### src/rtl/ecos_ram.sv
// ----------------------------------------------------------------------------
// ecos_ram: generic single-port-write, single-port-read RAM
// One write and one registered read per cycle.
// ----------------------------------------------------------------------------
module ecos_ram #(
    parameter int WIDTH = 8,
    parameter int DEPTH = 16,
    parameter int AW    = (DEPTH > 1) ? $clog2(DEPTH) : 1
) (
    input  logic             aclk,
    input  logic             wr_en,
    input  logic [AW-1:0]    wr_addr,
    input  logic [WIDTH-1:0] wr_data,
    input  logic             rd_en,
    input  logic [AW-1:0]    rd_addr,
    output logic [WIDTH-1:0] rd_data
);

    logic [WIDTH-1:0] mem [DEPTH];
    logic [WIDTH-1:0] rd_data_reg;

    always_ff @(posedge aclk) begin
        if (wr_en) begin
            mem[wr_addr] <= wr_data;
        end
        if (rd_en) begin
            rd_data_reg <= mem[rd_addr];
        end
    end

    assign rd_data = rd_data_reg;

endmodule

### config.mk
export PLATFORM = sky130hd
export DESIGN_NAME = ecos_ram
export DESIGN_NICKNAME = d
export VERILOG_FILES = /design/src/rtl/ecos_ram.sv
export SDC_FILE = /design/constraint.sdc
export NUM_CORES = 1
export LEC_CHECK = 0
export BUFFER_PORTS_ARGS = -buffer_cell sky130_fd_sc_hd__buf_2
export CAP_MARGIN = 40
export CORE_MARGIN = 10
export CORE_UTILIZATION = 50
export DETAILED_ROUTE_END_ITERATION = 7
export PLACE_DENSITY_LB_ADDON = 0.15
export SLEW_MARGIN = 20
export SYNTH_ARGS = -nofsm -noshare
export SYNTH_HDL_FRONTEND = slang
export SYNTH_SLANG_ARGS = --single-unit
export TNS_END_PERCENT = 1
### constraint.sdc
create_clock -name aclk -period 2.45 [get_ports aclk]
set_input_delay 0 -clock aclk [delete_from_list [all_inputs] [get_ports aclk]]
set_output_delay 0 -clock aclk [all_outputs]
set_load 0.01 [all_outputs]
==> summary.md <==
| Metric | Value |
|---|---|
| Initial antenna violation count | 0 |
| Antenna diodes | 0 |
| Relative slew slack | 0.502 |
| Initial cell density of the core | 0.509 |
| Residual overflow from global routing | 0 |
| Clock network fraction of total power | 0.455 |
| Final #Nets | 315 |
| # hold bufs at CTS | 13 |
| Via density | 5.63 |
| Post-DP HPWL | 6.33 mm |
| DRT Pass-1 Iters | 4 |
| Y dimension of the die | 122 µm |
| Number of flops mapped to enable cells by yosys | 136 |
| Post-synthesis cell type count | 18 |
| Accumulated negative setup slack | 0 ns |
| Placed cell count | 394 |
| Root Driver | sky130_fd_sc_hd__clkbuf_8 |
| Post-route clock skew | 0.00651 ns |
| Drt first-iter violations | 165 |
| Critical path class | in2reg |
| Synthesized instance count | 229 |
| Die boundary width | 122 µm |
| Switching power | 1.04 mW |
| Global placement routability congestion | 0.733 |
| Core Footprint | 10300 µm² |
| Mapped Nets | 248 |
| PortBufs | 26 |
| Synth warn | 0 |
| Final hold slack | -0.0233 ns |
| Fin crit share | 0.752 |
| Avg WL per Cell | 22.4 µm |
| Critical Path Start Type | input pin |
| Part of the total power dissipated in sequential elements | 0.497 |
| Int Pwr | 4.27 mW |
| Number of maximum-capacitance constraint violations | 0 |
| Critical path required time | 2.68 ns |
| Via count of the first global-routing pass | 2630 |
| Maximum buffer depth of the clock tree | 2 |
| Comb power frac | 0.048 |
| Largest net degree at the start of global routing | 33 |
| Flip-flop count of the largest register after layout | 128 |
| ANT nets after route | 0 |
| Num Clock Sinks | 136 |
| Share of flip-flops with an asynchronous set or reset | 0 |
| Highest achievable clock rate | 543 MHz |
| Dominant synthesized flop cell | sky130_fd_sc_hd__edfxtp_1 |
| # Post-CTS Setup Buffers | 0 |
| Insertion delay to the later sink of the worst-skew pair | 0.51 ns |
| First-pass GRT wire length | 15.4 mm |
| RSZ-0062 raised after global routing | no |
| Ratio of cells with drive above 1 in the final layout | 0.302 |
| Data arrival time of the critical path | 2.07 ns |
| Class of the tightest hold or removal check | in2reg |
| Post-route minimum period | 1.84 ns |
| Total Die Area | 14900 µm² |
| Leakage power | 2.15 nW |
| Average size of a mapped cell | 22.8 µm² |
| Category of the worst setup path capture point | flip-flop |
| Number of clock buffers inserted by TritonCTS | 17 |
| Cell area after technology mapping | 5230 µm² |
| Number of gates resized after CTS | 0 |
| Violated checks | negative hold slack |
| Switching Fraction | 0.196 |
| Worst supply voltage drop on vdd | 403 µV |
| Number of flip-flops and latches in the synthesized netlist | 136 |
| Pwr Density | 840 nW/µm² |
| Final wirelength | 9.96 mm |
| Outcome | finished, violations left |
| Reg2reg setup slack | 0.93 ns |
| Post-route insts no fill | 444 |
| CTS HTree Levels | 4 |
| DRC Markers | 0 |
| Number of top-level pins | 27 |
| Vias post-DR | 2498 |
| Part of the Yosys area used for sequential elements | 0.781 |
| Clock tree from TritonCTS | yes |
| Crit Path Max Fanout | 4 |
| Clock-pin transition on the worst setup and hold timing paths | 0.06 ns |
| Area Growth Syn to Fin | 20.8% |
| Count of final setup violators | 0 |
| Transition time of the tightest slew-check pin | 0.744 ns |
| Max-slew violations | 0 |
| # rows | 37 |
| Hold violation total from the final report | 1 |
| Global-route total usage across every layer | 0.144 |
synthesized netlist by cell type, types with 2 or more instances:
cell                              instances  area, µm²
sky130_fd_sc_hd__nor2_1                  13       48.8
sky130_fd_sc_hd__clkdlybuf4s25_2          3       30.0
sky130_fd_sc_hd__nand3b_1                 2       15.0
sky130_fd_sc_hd__edfxtp_1               136       4080
sky130_fd_sc_hd__mux4_1                  14        368
sky130_fd_sc_hd__a22oi_1                 16        120
sky130_fd_sc_hd__nand2b_1                 2       12.5
sky130_fd_sc_hd__nor3_1                   4       20.0
sky130_fd_sc_hd__mux4_2                  18        405
sky130_fd_sc_hd__nand2_1                  9       33.8
sky130_fd_sc_hd__buf_6                    3       33.8
sky130_fd_sc_hd__buf_2                    3       15.0
cells by family after synthesis:
logic type / count (synthesis) / share of synthesized area
mux: 32 / 0.148
buf+inv: 10 / 0.0165
compound gates: 16 / 0.0230
flops: 136 / 0.781
simple gates: 35 / 0.0314
worst paths after layout:
check / start / end / cells after the start
min reg2reg: mem[8][1]$_DFFE_PP_ / rd_data[1]$_DFFE_PP_ / 3
min: wr_addr[3] / mem[14][5]$_DFFE_PP_ / 3
max reg2reg: mem[11][6]$_DFFE_PP_ / rd_data[6]$_DFFE_PP_ / 3
max: wr_en / mem[15][5]$_DFFE_PP_ / 6
cell usage in the layout, fill, tap and decap left out, types with 9 or more instances in the layout:
cell type | netlist | routed
sky130_fd_sc_hd__a22oi_1 | 16 | 16
sky130_fd_sc_hd__buf_2 | 3 | 26
sky130_fd_sc_hd__buf_4 | 1 | 16
sky130_fd_sc_hd__clkbuf_16 | 0 | 16
sky130_fd_sc_hd__dlygate4sd3_1 | 0 | 14
sky130_fd_sc_hd__edfxtp_1 | 136 | 136
sky130_fd_sc_hd__mux4_1 | 14 | 14
sky130_fd_sc_hd__mux4_2 | 18 | 18
sky130_fd_sc_hd__nand2_1 | 9 | 9
sky130_fd_sc_hd__nor2_1 | 13 | 13
metrics by stage:
step	worst slack [ns]	utilization	cell area, µm²	hold slack (ns)	power [mW]
global route	0.489	0.614	6310	0.00495	5.49
detailed placement	0.824	0.541	5560	0.394	2.93
CTS	0.631	0.610	6270	0.0252	5.36
global placement	0.814	0.539	5540	0.394	2.92
finish	0.608	0.614	6310	-0.0233	5.31
floorplan	0.957	-	5230	0.0989	2.82
layout make-up:
class / instances / area, µm²
repair buffers: 58 / 430
clock inverters: 14 / 159
fillers: 736 / 3960
clock buffers: 17 / 414
flip-flops and latches: 136 / 4080
well taps: 136 / 170
multi-input cells: 83 / 1060
worst max-delay path, cell delays in order:
cell                            delay, ns
sky130_fd_sc_hd__dlygate4sd3_1       0.52
sky130_fd_sc_hd__buf_2               0.12
sky130_fd_sc_hd__nand3_1             0.11
sky130_fd_sc_hd__dlygate4sd3_1       0.59
sky130_fd_sc_hd__nor2_1              0.14
sky130_fd_sc_hd__dlygate4sd3_1       0.59
metal layers:
layer  vias to the layer above  GRT usage  wire length [µm]
met2                        59      0.222              5060
met4                         0     0.0619               119
met3                        13     0.0386               420
met5                         -          0                 0
li1                       1118          -                 -
met1                      1308      0.189              4360
power groups by stage:
stage               registers, mW  clock network, mW  logic, mW
floorplan                    2.69                  0      0.132
global placement             2.68                  0      0.238
detailed placement           2.69                  0      0.241
CTS                          2.64               2.47      0.257
global route                 2.64               2.57      0.279
finish                       2.64               2.42      0.253
(Power assumes the default switching activity.)
