$ cat src/rtl/ecos_pkg.sv
// ----------------------------------------------------------------------------
// ecos_pkg: shared types and constants
// Payload structs, per-instrument state layout, configuration registers and
// the codes used by the EMA crossover order block.
// ----------------------------------------------------------------------------
package ecos_pkg;

    localparam int CFG_INDEX_W = 3;
    localparam int CFG_DATA_W  = 56;
    localparam int INST_EXT_W  = 13;

    localparam logic [CFG_INDEX_W-1:0] REG_FAST_WEIGHT      = 3'd0;
    localparam logic [CFG_INDEX_W-1:0] REG_SLOW_WEIGHT      = 3'd1;
    localparam logic [CFG_INDEX_W-1:0] REG_VOLATILITY_LIMIT = 3'd2;
    localparam logic [CFG_INDEX_W-1:0] REG_CROSS_BAND       = 3'd3;
    localparam logic [CFG_INDEX_W-1:0] REG_POSITION_LIMIT   = 3'd4;
    localparam logic [CFG_INDEX_W-1:0] REG_LOT_SIZE         = 3'd5;
    localparam logic [CFG_INDEX_W-1:0] REG_TICK_STEP        = 3'd6;

    localparam logic [1:0] KIND_BUY   = 2'd0;
    localparam logic [1:0] KIND_SELL  = 2'd1;
    localparam logic [1:0] KIND_CLOSE = 2'd2;

    localparam logic SIDE_BID = 1'b0;
    localparam logic SIDE_ASK = 1'b1;

    localparam logic [16:0] WEIGHT_ONE = 17'd65536;

    typedef struct packed {
        logic [7:0]  instrument;
        logic [3:0]  levels;
        logic [27:0] bid_price;
        logic [27:0] ask_price;
    } in_item_t;

    typedef struct packed {
        logic [7:0]  order_instrument;
        logic [63:0] order_number;
        logic [1:0]  order_kind;
        logic        order_side;
        logic [28:0] order_price;
        logic [10:0] order_qty;
    } order_t;

    typedef struct packed {
        logic [16:0] fast_weight;
        logic [16:0] slow_weight;
        logic [55:0] volatility_limit;
        logic [31:0] cross_band;
        logic [9:0]  position_limit;
        logic [9:0]  lot_size;
        logic [9:0]  tick_step;
    } cfg_t;

    localparam cfg_t CFG_RESET = '{
        fast_weight:      17'd6553,
        slow_weight:      17'd1310,
        volatility_limit: 56'd429496729600,
        cross_band:       32'd131072,
        position_limit:   10'd1000,
        lot_size:         10'd100,
        tick_step:        10'd1
    };

    typedef struct packed {
        logic [44:0] fast_avg;
        logic [44:0] slow_avg;
        logic [55:0] volatility;
        logic [27:0] last_mid;
        logic [11:0] holding;
        logic        seeded;
    } inst_state_t;

    typedef struct packed {
        logic state_we;
        logic order_valid;
    } upd_ctl_t;

endpackage

$ cat src/rtl/ecos_cfg.sv
// ----------------------------------------------------------------------------
// ecos_cfg: configuration register bank
// Holds the smoothing weights, limits, cross band, lot size and tick step.
// ----------------------------------------------------------------------------
module ecos_cfg (
    input  logic                               aclk,
    input  logic                               aresetn,
    input  logic                               cfg_wr_en,
    input  logic [ecos_pkg::CFG_INDEX_W-1:0]   cfg_wr_index,
    input  logic [ecos_pkg::CFG_DATA_W-1:0]    cfg_wr_data,
    output ecos_pkg::cfg_t                     cfg
);

    ecos_pkg::cfg_t cfg_reg;
    ecos_pkg::cfg_t cfg_next;

    always_comb begin
        cfg_next = cfg_reg;
        if (cfg_wr_en) begin
            case (cfg_wr_index)
                ecos_pkg::REG_FAST_WEIGHT: begin
                    cfg_next.fast_weight = cfg_wr_data[16:0];
                end
                ecos_pkg::REG_SLOW_WEIGHT: begin
                    cfg_next.slow_weight = cfg_wr_data[16:0];
                end
                ecos_pkg::REG_VOLATILITY_LIMIT: begin
                    cfg_next.volatility_limit = cfg_wr_data[55:0];
                end
                ecos_pkg::REG_CROSS_BAND: begin
                    cfg_next.cross_band = cfg_wr_data[31:0];
                end
                ecos_pkg::REG_POSITION_LIMIT: begin
                    cfg_next.position_limit = cfg_wr_data[9:0];
                end
                ecos_pkg::REG_LOT_SIZE: begin
                    cfg_next.lot_size = cfg_wr_data[9:0];
                end
                ecos_pkg::REG_TICK_STEP: begin
                    cfg_next.tick_step = cfg_wr_data[9:0];
                end
                default: begin
                    cfg_next = cfg_reg;
                end
            endcase
        end
    end

    always_ff @(posedge aclk) begin
        if (!aresetn) begin
            cfg_reg <= ecos_pkg::CFG_RESET;
        end else begin
            cfg_reg <= cfg_next;
        end
    end

    assign cfg = cfg_reg;

endmodule

$ cat config.mk
export PLATFORM = sky130hd
export DESIGN_NAME = ecos_cfg
export DESIGN_NICKNAME = d
export VERILOG_FILES = /design/src/rtl/ecos_pkg.sv /design/src/rtl/ecos_cfg.sv
export SDC_FILE = /design/constraint.sdc
export NUM_CORES = 1
export LEC_CHECK = 0
export BUFFER_PORTS_ARGS = -buffer_cell sky130_fd_sc_hd__buf_4
export CAP_MARGIN = 5
export CORE_ASPECT_RATIO = 0.75
export CORE_MARGIN = 5
export CORE_UTILIZATION = 55
export CTS_BUF_LIST = sky130_fd_sc_hd__clkbuf_8
export CTS_CLUSTER_SIZE = 24
export DETAILED_ROUTE_END_ITERATION = 10
export PLACE_DENSITY_LB_ADDON = 0.1
export SYNTH_ARGS = -nofsm -noshare
export SYNTH_HDL_FRONTEND = slang
export SYNTH_SLANG_ARGS = --single-unit
$ cat constraint.sdc
create_clock -name aclk -period 3.4 [get_ports aclk]
set_input_delay 0.17 -clock aclk [delete_from_list [all_inputs] [get_ports aclk]]
set_output_delay 0.17 -clock aclk [all_outputs]
set_load 0.01 [all_outputs]
==> run_results.csv <==
group,metric,value,unit
global_routing,use_met1,27.43,%
run_status,status,"completed",
setup_path,cpMaxStageDelayCell,"and4bb_4",
timing,tns,0,ns
floorplan,dieArea,12800,µm²
power,pwr-share-seq,50.9,%
clock_tree,cts_tree,"done",
power,p_sw,0.9003,mW
timing,final_hold_viol_count,0,
place,place.port_buffers,213,
logic_synthesis,synth_seq_area_share,52.10,%
power,switching_share,24.89,%
power,p_int,2.716,mW
clock_tree,clk_path_buf_depth,2,
setup_path,path_buf_inv,1,
setup_path,critPathTopFamily,"simple AND/OR/NAND/NOR gates",
routing,vias,4895,
power,clockPowerShare,39.3,%
setup_path,crit_required,3.75,ns
routing,drt_iter0_markers,263,
timing,slew_headroom,20.27,%
min_path,min_from,"cfg_wr_data[5]",
clock_tree,htree_levels,4,
floorplan,die_width,129.0,µm
min_path,hp-class,"in -> reg",
global_routing,antenna_found_initial,0,
setup_path,slowest_delay,1.08,ns
layout,area_growth,41.97,%
layout,layout-drive-gt1-share,30.75,%
logic_synthesis,synth_nets,642,
setup_path,cp.depth,3,
floorplan,core,10330,µm²
place,place_ws,1.548,ns
timing,final_max_slew_viol_count,0,
place,place_congestion,0.7878,
global_routing,gr-total-overflow,0,
timing,rsz0062_at_grt,"no",
routing,dr.pass1.iters,6,
timing,finalSetupViolations,0,
global_routing,grt_pass1_wl,24940,µm
logic_synthesis,synth.distinct_cells,15,
setup_path,worstPathArrival,1.85,ns
routing,drtAntennaViolNets,0,
power,p_comb_share,9.8,%
layout,diodes,0,
setup_path,reg2reg_to,"cfg[0]",
power,power_leakage,3.893,nW
job,maxCapViolations,0,
logic_synthesis,yosys_warnings,0,
clock_tree,root_buffer,"clkbuf_8",
layout,largest_register_ffs,152,
power,finalPower,3.616,mW
clock_tree,post_cts_buffers,0,
clock_tree,clk_latency,0.44,ns
place,post-dp-hpwl,10800,µm
global_routing,grt_max_degree,120,
logic_synthesis,ys_ff_latch,152,
routing,wire_per_inst,16.50,µm
min_path,min_path_cells,3,
floorplan,initial_core_util,56.54,%
timing,fmax,670.1,MHz
global_routing,use_met2,42.95,%
floorplan,die_h,99.25,µm
timing,worst_pin_slew,1.196,ns
global_routing,top_usage_layer,"met2",
floorplan,row_count,32,
timing,fin_ws,1.908,ns
clock_tree,clkSinkCount,152,
setup_path,end_kind,"flip-flop",
min_path,hold_end,"cfg[15]",
clock_tree,numCtsBuffers,17,
global_routing,grt_use_total,24.40,%
logic_synthesis,synthCells,580,
layout,fin_util,80.27,%
setup_path,start_kind,"input port",
layout,layout.nets,875,
routing,drcViolationCount,0,
logic_synthesis,synth_area,5841,µm²
setup_path,r2r_cells,2,
global_routing,grt_pass1_vias,5083,
floorplan,num_io_pins,214,
setup_path,path_cells,"buf_4 -> and4bb_4 -> mux2i_1",
setup_path,worstSetupPathType,"in -> reg",
timing,layout_worst_path_cycle_share,43.89,%
timing,period_minus_slack,1.492,ns
setup_path,worstPathMaxFanout,56,
global_routing,met3_usage,8.105,%
routing,postRouteWirelength,15870,µm
power,vdd_drop_max,0.3463,mV
timing,finClkSkew,0,ns
setup_path,reg2reg_slack,2.68,ns
power,power.density,436.1,nW/µm²
logic_synthesis,postSynthAreaPerCell,10.07,µm²
routing,vias_per_cell,5.088,
setup_path,r2r-start,"cfg[0]",
clock_tree,clk_pin_slew,0.08,ns
[layout by cell type, fill, tap and decap left out]
cell type      count
buf_4            215
nand2_1          178
mux2i_1          152
dfxtp_1          152
nor2b_1           44
dlygate4sd3_1     41
clkbuf_8          19
clkinv_4           4
nand4b_1           3
inv_6              3
bufinv_16          2
inv_8              2
clkinvlp_4         2
buf_12             2
nor4b_2            1
nor4bb_4           1
and4bb_4           1
nand4bb_1          1
nor4bb_1           1
or4b_4             1
buf_6              1
[power by group through the flow]
stage / registers (mW) / logic (mW) / clock network, mW
floorplan: 1.90 / 0.144 / 0
global placement: 1.88 / 0.304 / 0
detailed placement: 1.88 / 0.313 / 0
CTS: 1.84 / 0.351 / 1.44
global route: 1.85 / 0.380 / 1.52
finish: 1.84 / 0.353 / 1.42
[routing by layer]
layer / part of all wire, % / wire length, µm
met5: 0 / 0
met4: 2.0 / 325
met3: 8.8 / 1399
met2: 50 / 8000
met1: 39 / 6149
[cell type report]
type / count / area [µm²]
timing repair buffer: 259 / 2076
sequential: 152 / 3043
fill: 652 / 2038
tap: 136 / 170.2
clock inverter: 13 / 158.9
multi-input combinational: 383 / 2582
clock buffer: 19 / 261.5
[repair_timing]
| item | CTS | global route |
|---|---|---|
| resized for setup | 0 | 0 |
| hold endpoints to repair | 48 | 0 |
| hold buffers | 41 | 0 |
[tightest hold or removal path: cells and delay by family]
family,cells,cell delay [ns]
buf+inv,1,0.09
mux,1,0.12
simple gates,1,0.04
[Yosys cell counts, drive strengths merged]
master   instances  area [µm²]
nand2          178       668.1
dfxtp          152        3043
mux2i          152        1521
nor2b           44       275.3
clkbuf          27       101.4
buf             18       132.6
nand4b           3       26.28
nor4bb           2       20.02
and4bb           1       12.51
nand4bb          1       11.26
nor4b            1       15.01
or4b             1       13.76
[metrics by stage]
| stage | hold WS [ns] | area (µm²) | cells |
|---|---|---|---|
| 6_report | 0.02414 | 8292 | 962 |
| 5_1_grt | 0.01955 | 8292 | 962 |
| 4_1_cts | 0.00002887 | 8292 | 962 |
| 3_5_place_dp | 0.4362 | 7461 | 889 |
| 3_3_place_gp | 0.4217 | 7461 | 889 |
| 2_1_floorplan | 0.3121 | 5841 | 580 |
[worst max-delay path by stage]
| stage | from | to |
|---|---|---|
| 4_1_cts | cfg_wr_index[2] | cfg[108] |
| 5_1_grt | cfg_wr_index[2] | cfg[114] |
| 3_3_place_gp | cfg_wr_index[2] | cfg[107] |
| 3_5_place_dp | cfg_wr_index[2] | cfg[88] |
| 2_1_floorplan | cfg_wr_index[1] | cfg[143] |
| 6_report | cfg_wr_index[2] | cfg[110] |
[cell families (layout without fill, tap and decap cells)]
| group | Yosys count | after routing | synth area share (%) |
|---|---|---|---|
| DFF | 152 | 152 | 52.10 |
| and+or+nand+nor | 231 | 231 | 17.84 |
| muxes | 152 | 152 | 26.05 |
| buffers and inverters | 45 | 291 | 4.006 |
Power figures use the tool's default switching activity.
